<file path="src/rtl/core/egcd_pkg.sv">
// Shared constants and types for the extended gcd block.
package egcd_pkg;
	localparam int DATA_WIDTH = 32;
	localparam int SHIFT_W = $clog2(DATA_WIDTH);
	localparam logic [SHIFT_W-1:0] SHIFT_TOP = SHIFT_W'(DATA_WIDTH - 1);

	typedef struct packed {
		logic [DATA_WIDTH-1:0] rem;
		logic [DATA_WIDTH-1:0] coef_big;
		logic [DATA_WIDTH-1:0] coef_small;
	} egcd_row_t;
endpackage

</file>
<file path="src/rtl/core/egcd_step.sv">
// Shared shift-subtract unit: one quotient bit of row reduction per cycle.
module egcd_step (
	input  egcd_pkg::egcd_row_t          row_num,
	input  egcd_pkg::egcd_row_t          row_den,
	input  logic [egcd_pkg::SHIFT_W-1:0] shift,
	output egcd_pkg::egcd_row_t          row_out
);
	logic take;

	assign take = (row_num.rem >> shift) >= row_den.rem;

	always_comb begin
		row_out = row_num;
		if (take) begin
			row_out.rem        = row_num.rem - (row_den.rem << shift);
			row_out.coef_big   = row_num.coef_big - (row_den.coef_big << shift);
			row_out.coef_small = row_num.coef_small - (row_den.coef_small << shift);
		end
	end
endmodule

</file>
<file path="src/rtl/core/extended_gcd_cofactors.sv">
// Top level: sequencer around the shared shift-subtract unit.
// Timing: when either operand is zero, done rises in the cycle after start; else
//   Euclid remainder steps run through the one-bit-per-cycle subtract unit.
// Throughput: one item at a time; start is taken only while busy is low.
// Result: done is high for one cycle with the outputs; the receiver cannot stall.
// Reset: arst_n clears the sequencer and done; payload registers are not reset.
module extended_gcd_cofactors (
	input  logic                                clk,
	input  logic                                arst_n,
	input  logic                                start,
	output logic                                busy,
	input  logic signed [egcd_pkg::DATA_WIDTH-1:0] operand_a,
	input  logic signed [egcd_pkg::DATA_WIDTH-1:0] operand_b,
	output logic                                done,
	output logic [egcd_pkg::DATA_WIDTH-1:0]     gcd_value,
	output logic signed [egcd_pkg::DATA_WIDTH-1:0] cofactor_a,
	output logic signed [egcd_pkg::DATA_WIDTH-1:0] cofactor_b,
	output logic                                both_zero_error
);
	localparam int W = egcd_pkg::DATA_WIDTH;
	localparam logic ST_IDLE = 1'b0;
	localparam logic ST_DIV  = 1'b1;

	logic                         state_q;
	egcd_pkg::egcd_row_t          r0_q, r1_q, r0_next;
	logic [egcd_pkg::SHIFT_W-1:0] shift_q;
	logic                         neg_a_q, neg_b_q, swap_q, done_q;
	logic [W-1:0]                 gcd_q, ca_q, cb_q;
	logic                         err_q;
	logic                         na, nb;
	logic [W-1:0]                 ua, ub;

	assign na = operand_a[W-1];
	assign nb = operand_b[W-1];
	assign ua = na ? (W'(0) - operand_a) : operand_a;
	assign ub = nb ? (W'(0) - operand_b) : operand_b;

	egcd_step u_step (
		.row_num(r0_q),
		.row_den(r1_q),
		.shift  (shift_q),
		.row_out(r0_next)
	);

	function automatic logic [3*W-1:0] finish(egcd_pkg::egcd_row_t r, logic sw,
			logic nga, logic ngb);
		logic [W-1:0] a, b;
		a = sw ? r.coef_small : r.coef_big;
		b = sw ? r.coef_big : r.coef_small;
		if (nga) a = W'(0) - a;
		if (ngb) b = W'(0) - b;
		return {r.rem, a, b};
	endfunction

	always_ff @(posedge clk or negedge arst_n) begin
		if (!arst_n) begin
			state_q <= ST_IDLE;
			done_q  <= 1'b0;
		end else begin
			done_q <= 1'b0;
			case (state_q)
				ST_IDLE: begin
					if (start) begin
						neg_a_q <= na;
						neg_b_q <= nb;
						swap_q  <= ua < ub;
						shift_q <= egcd_pkg::SHIFT_TOP;
						if (ua == '0 && ub == '0) begin
							done_q <= 1'b1;
							err_q  <= 1'b1;
							gcd_q  <= '0;
							ca_q   <= '0;
							cb_q   <= '0;
						end else if (ua == '0 || ub == '0) begin
							done_q <= 1'b1;
							err_q  <= 1'b0;
							gcd_q  <= (ua == '0) ? ub : ua;
							ca_q   <= (ua == '0) ? '0 : (na ? '1 : W'(1));
							cb_q   <= (ub == '0) ? '0 : (nb ? '1 : W'(1));
						end else begin
							r0_q    <= '{rem: (ua < ub) ? ub : ua, coef_big: W'(1),
								coef_small: '0};
							r1_q    <= '{rem: (ua < ub) ? ua : ub, coef_big: '0,
								coef_small: W'(1)};
							state_q <= ST_DIV;
						end
					end
				end
				ST_DIV: begin
					if (shift_q != '0) begin
						r0_q    <= r0_next;
						shift_q <= shift_q - 1'b1;
					end else if (r0_next.rem == '0) begin
						{gcd_q, ca_q, cb_q} <= finish(r1_q, swap_q, neg_a_q, neg_b_q);
						err_q   <= 1'b0;
						done_q  <= 1'b1;
						state_q <= ST_IDLE;
					end else begin
						r0_q    <= r1_q;
						r1_q    <= r0_next;
						shift_q <= egcd_pkg::SHIFT_TOP;
					end
				end
				default: state_q <= ST_IDLE;
			endcase
		end
	end

	assign busy            = state_q != ST_IDLE;
	assign done            = done_q;
	assign gcd_value       = gcd_q;
	assign cofactor_a      = ca_q;
	assign cofactor_b      = cb_q;
	assign both_zero_error = err_q;

	a_done_idle: assert property (@(posedge clk) disable iff (!arst_n)
		done |-> !busy) else $error("done while busy");
	a_div_nonzero: assert property (@(posedge clk) disable iff (!arst_n)
		state_q == ST_DIV |-> r1_q.rem != '0) else $error("zero divisor");
	a_err_zero: assert property (@(posedge clk) disable iff (!arst_n)
		done && both_zero_error |-> gcd_value == '0 && cofactor_a == '0)
		else $error("error result not zero");
	a_gcd_nonzero: assert property (@(posedge clk) disable iff (!arst_n)
		done && !both_zero_error |-> gcd_value != '0) else $error("zero gcd");
endmodule
</file>
<file path="config.mk">
export PLATFORM = sky130hd
export DESIGN_NAME = extended_gcd_cofactors
export DESIGN_NICKNAME = d
export VERILOG_FILES = /design/src/rtl/core/egcd_pkg.sv /design/src/rtl/core/egcd_step.sv /design/src/rtl/core/extended_gcd_cofactors.sv
export SDC_FILE = /design/constraint.sdc
export NUM_CORES = 1
export LEC_CHECK = 0
export ABC_AREA = 1
export BUFFER_PORTS_ARGS = -buffer_cell sky130_fd_sc_hd__buf_2
export CORE_UTILIZATION = 45
export DETAILED_ROUTE_END_ITERATION = 12
export SYNTH_ARGS = -nofsm -noshare
export SYNTH_HDL_FRONTEND = slang
export SYNTH_HIERARCHICAL = 1
export SYNTH_SLANG_ARGS = --single-unit
</file>
<file path="constraint.sdc">
create_clock -name clk -period 8 [get_ports clk]
set_clock_uncertainty 0.05 [all_clocks]
set_input_delay 1.6 -clock clk [delete_from_list [all_inputs] [get_ports clk]]
set_output_delay 1.6 -clock clk [all_outputs]
set_load 0.1 [all_outputs]
</file>
======== After elaboration in Yosys (flattened, before gate mapping) ========
Cells that the tools add are included.
word-level totals
  output and inout bits ................... 99
  logic and storage cells ................. 116
  register bits after elaboration ......... 299
  bits of input ports ..................... 67
cells by class
  bitwise logic cells ..................... 1
  shift-type cells ........................ 4
  muxes and demuxes ....................... 66
  reductions and logical operators ........ 11
  equal/unequal tests ..................... 8
  add/sub/neg operators ................... 8
  $lt $le $gt $ge ......................... 2
operators with widths
  cell                                                   count
  2-to-1 mux 96 bit                                      11
  2-to-1 mux 32 bit                                      28
  case mux 96 bit (2 select lines)                       2
  case mux 32 bit (2 select lines)                       3
  subtractor 1 x 32 -> 32 bit, first input constant      4
  zero test 32 bit                                       3
  left shift 32 x 5 -> 32 bit                            3
  subtractor 32 bit                                      3
  greater-or-equal comparator 32 bit                     1
  < comparator 32 bit                                    1
  >> shifter 32 x 5 -> 32 bit                            1
  2-to-1 mux 1 bit                                       15
  2-to-1 mux 5 bit                                       3
  inequality test 2 bit, second input constant           5
  case mux 5 bit (2 select lines)                        1
  AND reduction 5 bit                                    2
  inequality test 3 bit, second input constant           2
  case mux 1 bit (2 select lines)                        3
  AND reduction 3 bit                                    2
  AND reduction 6 bit                                    1
  nonzero test 5 bit                                     1
  subtractor 5 x 1 -> 5 bit, second input constant       1
  inequality test 2 x 1 -> 1 bit, second input constant  1
  logical AND 1 bit                                      1
  other kinds (2)                                        2

======== Depth between registers and ports, before layout ========
Gate-level depths: netlist of the first run.
  word-level depth ........................ 8
  gate-level depth with buffers ........... 35
  depth with buffers taken out ............ 30

======== Cells and area by module ========
The synthesis of the first run kept the hierarchy.
by module, submodules not included
  module                  cells an instance  area each (µm²)  seq. area each (µm²)  times used
  extended_gcd_cofactors  2462               19032.0          8968.6                1
  egcd_step               2847               13964.6          0.0                   1

======== Worst setup path before layout of the first run ========
No wires, ideal clock.
  path kind ............................... reg-to-reg
  start point ............................. register shift_q[0] (netlist bit)
  end point ............................... register r0_q[0] (netlist bit), enable pin
  path slack .............................. -602 ps
  cell stages (with the launch flop) ...... 26
  data arrival time ....................... 7970 ps
  period minus slack after synthesis ...... 8602 ps
  setup time .............................. 582 ps
  buffers on the path ..................... 4
  data required time ...................... 7368 ps
  cell sequence ........................... edfxtp_1 > buf_6 > buf_6 > or2_2 > o21ai_1 > o21ai_1 > nand2_1 > o21ai_0 > o21ai_1 > mux2i_1 > ha_1 > a21o_1 > nor2_1 > nand2_1 > nand2_1 > nand2_1 > nand2_1 > nand3_1 > buf_4 > buf_2 > o21ai_0 > nor4_1 > nand4_1 > or3_1 > nand2_1 > a21oi_1
RTL lines
  what                      RTL line                       RTL
  start: declaration        extended_gcd_cofactors.sv:26   logic [egcd_pkg::SHIFT_W-1:0] shift_q;
  start signal: assignment  extended_gcd_cofactors.sv:67   shift_q <= egcd_pkg::SHIFT_TOP;
  start signal: assignment  extended_gcd_cofactors.sv:92   shift_q <= shift_q - 1'b1;
  start signal: assignment  extended_gcd_cofactors.sv:101  shift_q <= egcd_pkg::SHIFT_TOP;
  end signal: assignment    extended_gcd_cofactors.sv:81   r0_q <= '{rem: (ua < ub) ? ub : ua, coef_big: W'(1),
  end signal: assignment    extended_gcd_cofactors.sv:91   r0_q <= r0_next;
  end signal: assignment    extended_gcd_cofactors.sv:99   r0_q <= r1_q;
  end: declaration          extended_gcd_cofactors.sv:25   egcd_pkg::egcd_row_t r0_q, r1_q, r0_next;

==> results.md, run 1 <==
- Sinks on Clock Net: roughly 300
- Xor and xnor area share after synthesis: 0.0256
- Number of global-route vias before repair: between 30000 and 40000
- Number of warning messages in the yosys log: 6
- Clock tree from TritonCTS: built
- Combinational family with the most area after synthesis: simple AND/OR/NAND/NOR gates
- Type of the tightest min-delay check: flip-flop to flip-flop
- Worst stage delay on the critical path: 0.55 ns
- Worst r2r src: shift_q[0]
- GRT Resource Usage Total: 0.361
- Required time at the worst-slack endpoint: between 8 and 9 ns
- Port Buffer Count: roughly 170
- DR DRC count: 0
- Number of cells traversed by the worst hold path: 4
- Proportion of power drawn by the clock network: 0.286
- Cells resized by post-CTS repair: 0
- DRC violation total after the first TritonRoute iteration: ~3800
- Max clock buf depth: 3
- Effective utilization at floorplan: 0.458
- Part of the power in registers: 0.289
- Setup CP Type: flip-flop to flip-flop
- Category of the worst setup path launch point: flip-flop
- Layout overhead on the synthesized area: 7.44%
- Setup repair after global routing missed its margin: false
- Via total after detailed routing: about 36000
- Initial antenna violation count: 1
- Worst min-delay path startpoint: r0_q[0]
- Tightest slew margin relative to the limit: 0.185
- Number of flops mapped to enable cells by yosys: roughly 300
- Crit path time final: between 6 and 7 ns
- H-Tree Depth: 2
- HPWL after detailed placement: ~110000 um
- Per-cell via count in the routed design: 5.78
- Worst VDD drop: between 0.15 and 0.2 mV
- DIE WIDTH: between 200 and 300 um
- Endpoint, Worst Hold: r1_q[0]
- Register-to-Register Path Depth: 28
- Final worst path period share: 0.810
- Share of synthesized cell area in and, or, nand and nor gates: 0.381
- Overall power: ~6.6 mW
- Slack of the critical path: 1.52 ns
- Wire length of the first global-routing pass: between 200000 and 250000 um
- CTS hold repair buffers: 0
- Crit path capture type: flip-flop
- Clock transition at the register clock pins on the worst setup and hold paths after CTS: roughly 0.070 ns
- Synthesized area per cell: 6.22 um^2
- Multiplexer area fraction after synthesis: 0.00698
- Wire length per cell after detailed routing: 22.0 um
- Crit path top cell by count: sky130_fd_sc_hd__nand2_1
- Site Rows: a little under 100
- Post-synth ARST share: 0.00669
- Multi-input gate area in the final layout: about 0.021 mm^2
- Worst flop-to-flop path endpoint: gcd_value[1]
- Total of fill cells in the finished design: 7707
- Design internal power: 3.76 mW
- Number of cells produced by synthesis: 5309
- Final setup viols: 0
- DRT Pass-1 Iters: 6
- Flip-flop and latch count after synthesis: roughly 300
- Core box area: roughly 0.07 mm^2
- Combinational group share of total power: 0.424
- Root Buffer Master: sky130_fd_sc_hd__clkbuf_16
- Slew at the pin with the worst max-slew slack: between 1 and 1.5 ns
- FF-to-FF setup slack: roughly 1.5 ns
- Number of buffers inserted by post-CTS setup repair: 0
- Worst Path Max Fanout: 65
- Outcome: finished clean
- Number of hold-slack violations in the final timing report: 0
- Number of unique standard cell types used by synthesis: 64
- Static leakage: 16.9 nW
- Crit-path slowest cell: sky130_fd_sc_hd__buf_4
- Share of the yosys chip area belonging to registers: 0.272
- Vertical die dimension: ~270 um
- Clock latency on the worst-skew pair: about 0.60 ns
- Total length of routed wires: ~140000 um
- Maximum number of pins on one net before global-route repair: roughly 120
- NumNets Final: approximately 5500
- Area occupied by registers: 0.00897 mm^2
- PwrDens: 185 mW/mm^2
- Total gr overflow: 0
- Boundary Pins: between 150 and 200
- Crit path arrival time: around 6.7 ns
- Compound-cell area share of the yosys netlist: 0.149
- Synthesized Nets: about 5500
- Number of buffers created by CTS: 39
- Post-placement worst setup slack: 1.68 ns
- Fraction of layout cells with a size suffix above 1: 0.0656
- GP Congestion: 1.00
- Number of max-slew violations in the final report: 0
- Post-synthesis adder-cell area fraction: 0.0625
- Most instantiated flip-flop cell in the synthesis netlist: sky130_fd_sc_hd__edfxtp_1
- Net switching component of the power: approximately 2.8 mW
- Die ar.: 0.0744 mm^2
- FMAX: approximately 150 MHz
- Aggregate negative setup slack: 0 ns
- Switching share of power: 0.426
- Routed Antenna Nets: 0
- Area of the mapped netlist: 0.0330 mm^2
- Maximum capacitance violations: 0
state kept, by name (all words and copies together) (netlist names):
signal,count
r0_q,96
r1_q,96
cofactor_a,32
cofactor_b,32
gcd_value,32
shift_q,5
both_zero_error,1
busy,1
done,1
neg_a_q,1
neg_b_q,1
swap_q,1
power groups by stage:
stage | Sequential [mW] | Combinational (mW) | Clock (mW)
floorplan | 1.88 | 1.99 | 0
global placement | 1.93 | 2.72 | 0
detailed placement | 1.93 | 2.71 | 0
CTS | 1.90 | 2.72 | 1.90
global route | 1.90 | 3.07 | 1.95
finish | 1.90 | 2.78 | 1.88
worst max path at each step:
stage,cells past startpoint,endpoint,from
4_1_cts,31,cofactor_b[21],shift_q[0]
2_1_floorplan,26,both_zero_error,shift_q[0]
3_3_place_gp,28,cofactor_a[10],shift_q[0]
6_report,28,gcd_value[1],shift_q[0]
3_5_place_dp,31,cofactor_b[29],shift_q[0]
5_1_grt,31,cofactor_b[24],shift_q[0]
worst max-delay path: cells and delay by family, from the launching register on:
family          cells  cell delay, ns
buf+inv             4            1.33
flops               1            0.44
mux                 1            0.29
simple gates       16            2.15
fa+ha+maj           1            0.42
compound gates      6            1.34
cells in the mapped netlist, drive strengths merged, types with 2 or more instances:
cell	number	area share
nand3	550	0.085
a22oi	4	0.00091
mux2i	23	0.0070
a31oi	52	0.010
nor3	93	0.015
xor2	48	0.014
nand3b	23	0.0052
o31ai	5	0.0011
a21oi	222	0.034
nor2	384	0.045
o21bai	21	0.0048
o22ai	4	0.00076
nand2	1832	0.21
nor4	16	0.0032
and2	7	0.0013
a21o	12	0.0027
nand4	72	0.014
o21ai	555	0.085
o211ai	14	0.0032
xnor2	44	0.012
edfxtp	297	0.27
inv	541	0.062
o32ai	4	0.0011
dfrtp	2	0.0015
ha	160	0.061
clkbuf	90	0.010
o21a	10	0.0023
buf	181	0.031
or2	18	0.0034
fa	3	0.0018
o311ai	2	0.00053
a211oi	2	0.00045
clkinv	8	0.00091
a31o	3	0.00080
per-stage QoR:
| step | instance area (um^2) | instances | hold WS (ns) | util |
|---|---|---|---|---|
| 2_1_floorplan | 33000 | 5309 | 0.513 | - |
| 3_3_place_gp | 34100 | 6199 | 0.599 | 0.474 |
| 3_5_place_dp | 34100 | 6199 | 0.611 | 0.474 |
| 4_1_cts | 35400 | 6271 | 0.626 | 0.492 |
| 5_1_grt | 35500 | 6273 | 0.665 | 0.493 |
| 6_report | 35500 | 6273 | 0.632 | 0.493 |
routing by layer:
| layer | global-route usage | vias up | part of all wire | routed length (um) |
|---|---|---|---|---|
| met5 | 0 | - | 0 | 0 |
| met4 | 0.251 | 0 | 0.079 | 10900 |
| met3 | 0.0344 | 368 | 0.056 | 7760 |
| met2 | 0.628 | 1535 | 0.48 | 67000 |
| met1 | 0.419 | 16800 | 0.38 | 52600 |
| li1 | - | 17600 | - | - |
layout by cell type, fill, tap and decap left out, types with 39 or more instances in the layout:
master / count
sky130_fd_sc_hd__nand2_1: 1829
sky130_fd_sc_hd__buf_2: 165
sky130_fd_sc_hd__nor3_1: 89
sky130_fd_sc_hd__buf_4: 42
sky130_fd_sc_hd__o21ai_1: 151
sky130_fd_sc_hd__edfxtp_1: 297
sky130_fd_sc_hd__a21oi_1: 219
sky130_fd_sc_hd__nand3_1: 542
sky130_fd_sc_hd__xnor2_1: 43
sky130_fd_sc_hd__ha_1: 160
sky130_fd_sc_hd__nand4_1: 72
sky130_fd_sc_hd__nor2_1: 372
sky130_fd_sc_hd__xor2_1: 44
sky130_fd_sc_hd__clkbuf_16: 39
sky130_fd_sc_hd__a31oi_1: 51
sky130_fd_sc_hd__o21ai_0: 395
sky130_fd_sc_hd__inv_1: 525
cell type report:
type	count	share of cell area
multi-input cells	4190	0.582
flip-flops and latches	299	0.253
inverters	549	0.0585
repair buffers	212	0.0347
well taps	950	0.0335
clock buffers	45	0.0282
clock inverters	27	0.00956
diodes	1	0.0000706
kinds of logic (layout without fill, tap and decap cells):
| group | count (synthesis) | count (layout) |
|---|---|---|
| and+or+nand+nor | 2998 | 2998 |
| AOI/OAI and AO/OA | 914 | 914 |
| buffers and inverters | 820 | 833 |
| DFF | 299 | 299 |
| adders and majority gates | 163 | 163 |
| xor gates and xnor gates | 92 | 92 |
| muxes | 23 | 23 |
| other | 0 | 1 |
No activity file was read; power rests on OpenSTA's default activity.
==> run 2, diff against run 1 <==
==> constraint.sdc (replaced) <==
create_clock -name clk -period 6.1 [get_ports clk]
set_clock_uncertainty 0.05 [all_clocks]
set_input_delay 1.22 -clock clk [delete_from_list [all_inputs] [get_ports clk]]
set_output_delay 1.22 -clock clk [all_outputs]
set_load 0.1 [all_outputs]
==> results.md, run 2 (same netlist as run 1, synthesis figures left out) <==
- Worst hold slack: roughly 0.40 ns
- Boundary Pins: between 150 and 200
- Tightest slew margin relative to the limit: 0.130
- Number of hold-slack violations in the final timing report: 0
- Crit path capture type: flip-flop
- Setup CP Type: flip-flop to flip-flop
- Per-cell via count in the routed design: ~5.7
- Root Buffer Master: sky130_fd_sc_hd__clkbuf_16
- Number of buffers created by CTS: 35
- Die ar.: ~0.074 mm^2
- Crit path arrival time: 5.94 ns
- Site Rows: 98
- Outcome: finished clean
- H-Tree Depth: 2
- Register-to-Register Path Depth: 26
- Category of the worst setup path launch point: flip-flop
- Required time at the worst-slack endpoint: about 6.3 ns
- Maximum capacitance violations: 0
- Setup repair after global routing missed its margin: false
- Most frequent cells in the layout: 1829 x sky130_fd_sc_hd__nand2_1, 542 x sky130_fd_sc_hd__nand3_1, 525 x sky130_fd_sc_hd__inv_1
- Aggregate negative setup slack: 0 ns
- Crit path time final: around 5.7 ns
- Initial antenna violation count: 0
- GP Congestion: slightly above 1
- Total gr overflow: 0
- CTS hold repair buffers: 0
- Routed Antenna Nets: 0
- GRT Resource Usage Total: 0.359
- Slew at the pin with the worst max-slew slack: approximately 1.3 ns
- Sinks on Clock Net: 299
- NumNets Final: 5548
- DR DRC count: 0
- Wire length per cell after detailed routing: approximately 22 um
- Number of diodes: 0
- Worst VDD drop: 0.188 mV
- Clock tree from TritonCTS: built
- Wire length of the first global-routing pass: between 200000 and 250000 um
- Critical Path Start: shift_q[0]
- Type of the tightest min-delay check: input pin to asynchronous set/reset pin
- Static leakage: ~17 nW
- FMAX: between 150 and 200 MHz
- Max clock buf depth: 3
- PwrDens: roughly 240 mW/mm^2
- Port Buffer Count: around 170
- Clock latency on the worst-skew pair: between 0.5 and 0.6 ns
- Via total after detailed routing: around 36000
- DRC violation total after the first TritonRoute iteration: 3568
- Worst Path Max Fanout: 32
- DIE WIDTH: 273 um
- Core box area: between 0.07 and 0.08 mm^2
- Maximum number of pins on one net before global-route repair: 96
- Vertical die dimension: 273 um
- Number of global-route vias before repair: between 30000 and 40000
- Termination of the worst setup path: r0_q[68]
- Total length of routed wires: roughly 140000 um
- Number of max-slew violations in the final report: 0
- Effective utilization at floorplan: 0.458
- Worst r2r src: shift_q[0]
- Final setup viols: 0
- DRT Pass-1 Iters: 9
- Worst flop-to-flop path endpoint: r0_q[68]
- Final worst path period share: 0.940
- HPWL after detailed placement: approximately 110000 um
- Layout overhead on the synthesized area: 7.80%
- FF-to-FF setup slack: ~0.36 ns
- Clock transition at the register clock pins on the worst setup and hold paths after CTS: roughly 0.060 ns
- Leading registers by flop count: r0_q x96, r1_q x96
- Most frequent standard cell in the layout excluding fill and tap cells: sky130_fd_sc_hd__nand2_1
- Fraction of layout cells with a size suffix above 1: 0.0691
[run 2: cell count changes in the layout (fill, tap and decap cells not counted), moves of 3 or more]
| cell | before | now |
|---|---|---|
| sky130_fd_sc_hd__clkbuf_16 | 39 | 36 |
| sky130_fd_sc_hd__clkinvlp_4 | 4 | 1 |
| sky130_fd_sc_hd__buf_12 | 4 | 10 |
| sky130_fd_sc_hd__buf_4 | 42 | 65 |
[run 2: area by class of cell]
class,count,area [um^2]
fill,7698,36400
multi-input combinational,4190,20700
sequential,299,8970
inverter,549,2080
timing repair buffer,243,1570
tap,950,1190
clock buffer,43,906
clock inverter,18,200
[run 2: repair_timing]
item                       4_1_cts  5_1_grt
gates resized for setup          0       10
setup endpoints to repair        0      230
buffers inserted                 0        2
[run 2: how the worst min path moves through the flow]
stage	start	slack [ns]	cells past startpoint	to
2_1_floorplan	r1_q[80]	0.51	2	gcd_value[16]
3_3_place_gp	r1_q[84]	0.66	2	gcd_value[20]
3_5_place_dp	r1_q[80]	0.65	2	gcd_value[16]
4_1_cts	arst_n	0.39	1	done
5_1_grt	arst_n	0.40	1	done
6_report	arst_n	0.40	1	done
[run 2: metal layers]
layer | GRT usage | part of all wire
met2 | 0.636 | 0.49
met4 | 0.258 | 0.081
met3 | 0.0368 | 0.057
met1 | 0.402 | 0.37
met5 | 0 | 0
[run 2: power breakdown]
part	switching (mW)	leakage, nW	internal, mW
clock network	0.925	0.535	1.19
registers	0.114	2.78	2.38
logic	2.58	13.7	1.18
total	3.62	17.0	4.76
[run 2: metrics by stage]
| stage | cells | power [mW] | utilization | setup slack [ns] | instance area (um^2) |
|---|---|---|---|---|---|
| final | 6292 | 8.38 | 0.494 | 0.363 | 35600 |
| after global routing | 6292 | 8.82 | 0.494 | 0.0739 | 35600 |
| after CTS | 6289 | 8.30 | 0.493 | 0.239 | 35500 |
| after detailed placement | 6228 | 6.18 | 0.478 | 0.300 | 34400 |
| after global placement | 6228 | 6.19 | 0.478 | 0.261 | 34400 |
| after floorplan | 5309 | 5.07 | - | 0.436 | 33000 |
[run 2: critical path, cell delays in order, from the launching register on]
cell and delay (ns):
sky130_fd_sc_hd__edfxtp_1 0.39, sky130_fd_sc_hd__buf_4 0.18, sky130_fd_sc_hd__inv_6 0.21, sky130_fd_sc_hd__nand2_1 0.11, sky130_fd_sc_hd__nand2_1 0.08, sky130_fd_sc_hd__nor2_1 0.08, sky130_fd_sc_hd__a31oi_1 0.23, sky130_fd_sc_hd__nand2_1 0.08
sky130_fd_sc_hd__nand2_1 0.10, sky130_fd_sc_hd__nand2_1 0.07, sky130_fd_sc_hd__nand3_1 0.08, sky130_fd_sc_hd__o21ai_0 0.23, sky130_fd_sc_hd__ha_1 0.46, sky130_fd_sc_hd__nand2_1 0.10, sky130_fd_sc_hd__inv_1 0.06, sky130_fd_sc_hd__nand2_1 0.13
sky130_fd_sc_hd__nor3_2 0.30, sky130_fd_sc_hd__nand4_1 0.21, sky130_fd_sc_hd__nand3_1 0.16, sky130_fd_sc_hd__xnor2_1 0.20, sky130_fd_sc_hd__o21ai_1 0.18, sky130_fd_sc_hd__nor4_1 0.44, sky130_fd_sc_hd__nand4_1 0.26, sky130_fd_sc_hd__or3_1 0.46
sky130_fd_sc_hd__nand2_1 0.15, sky130_fd_sc_hd__a21oi_4 0.09, sky130_fd_sc_hd__buf_4 0.28
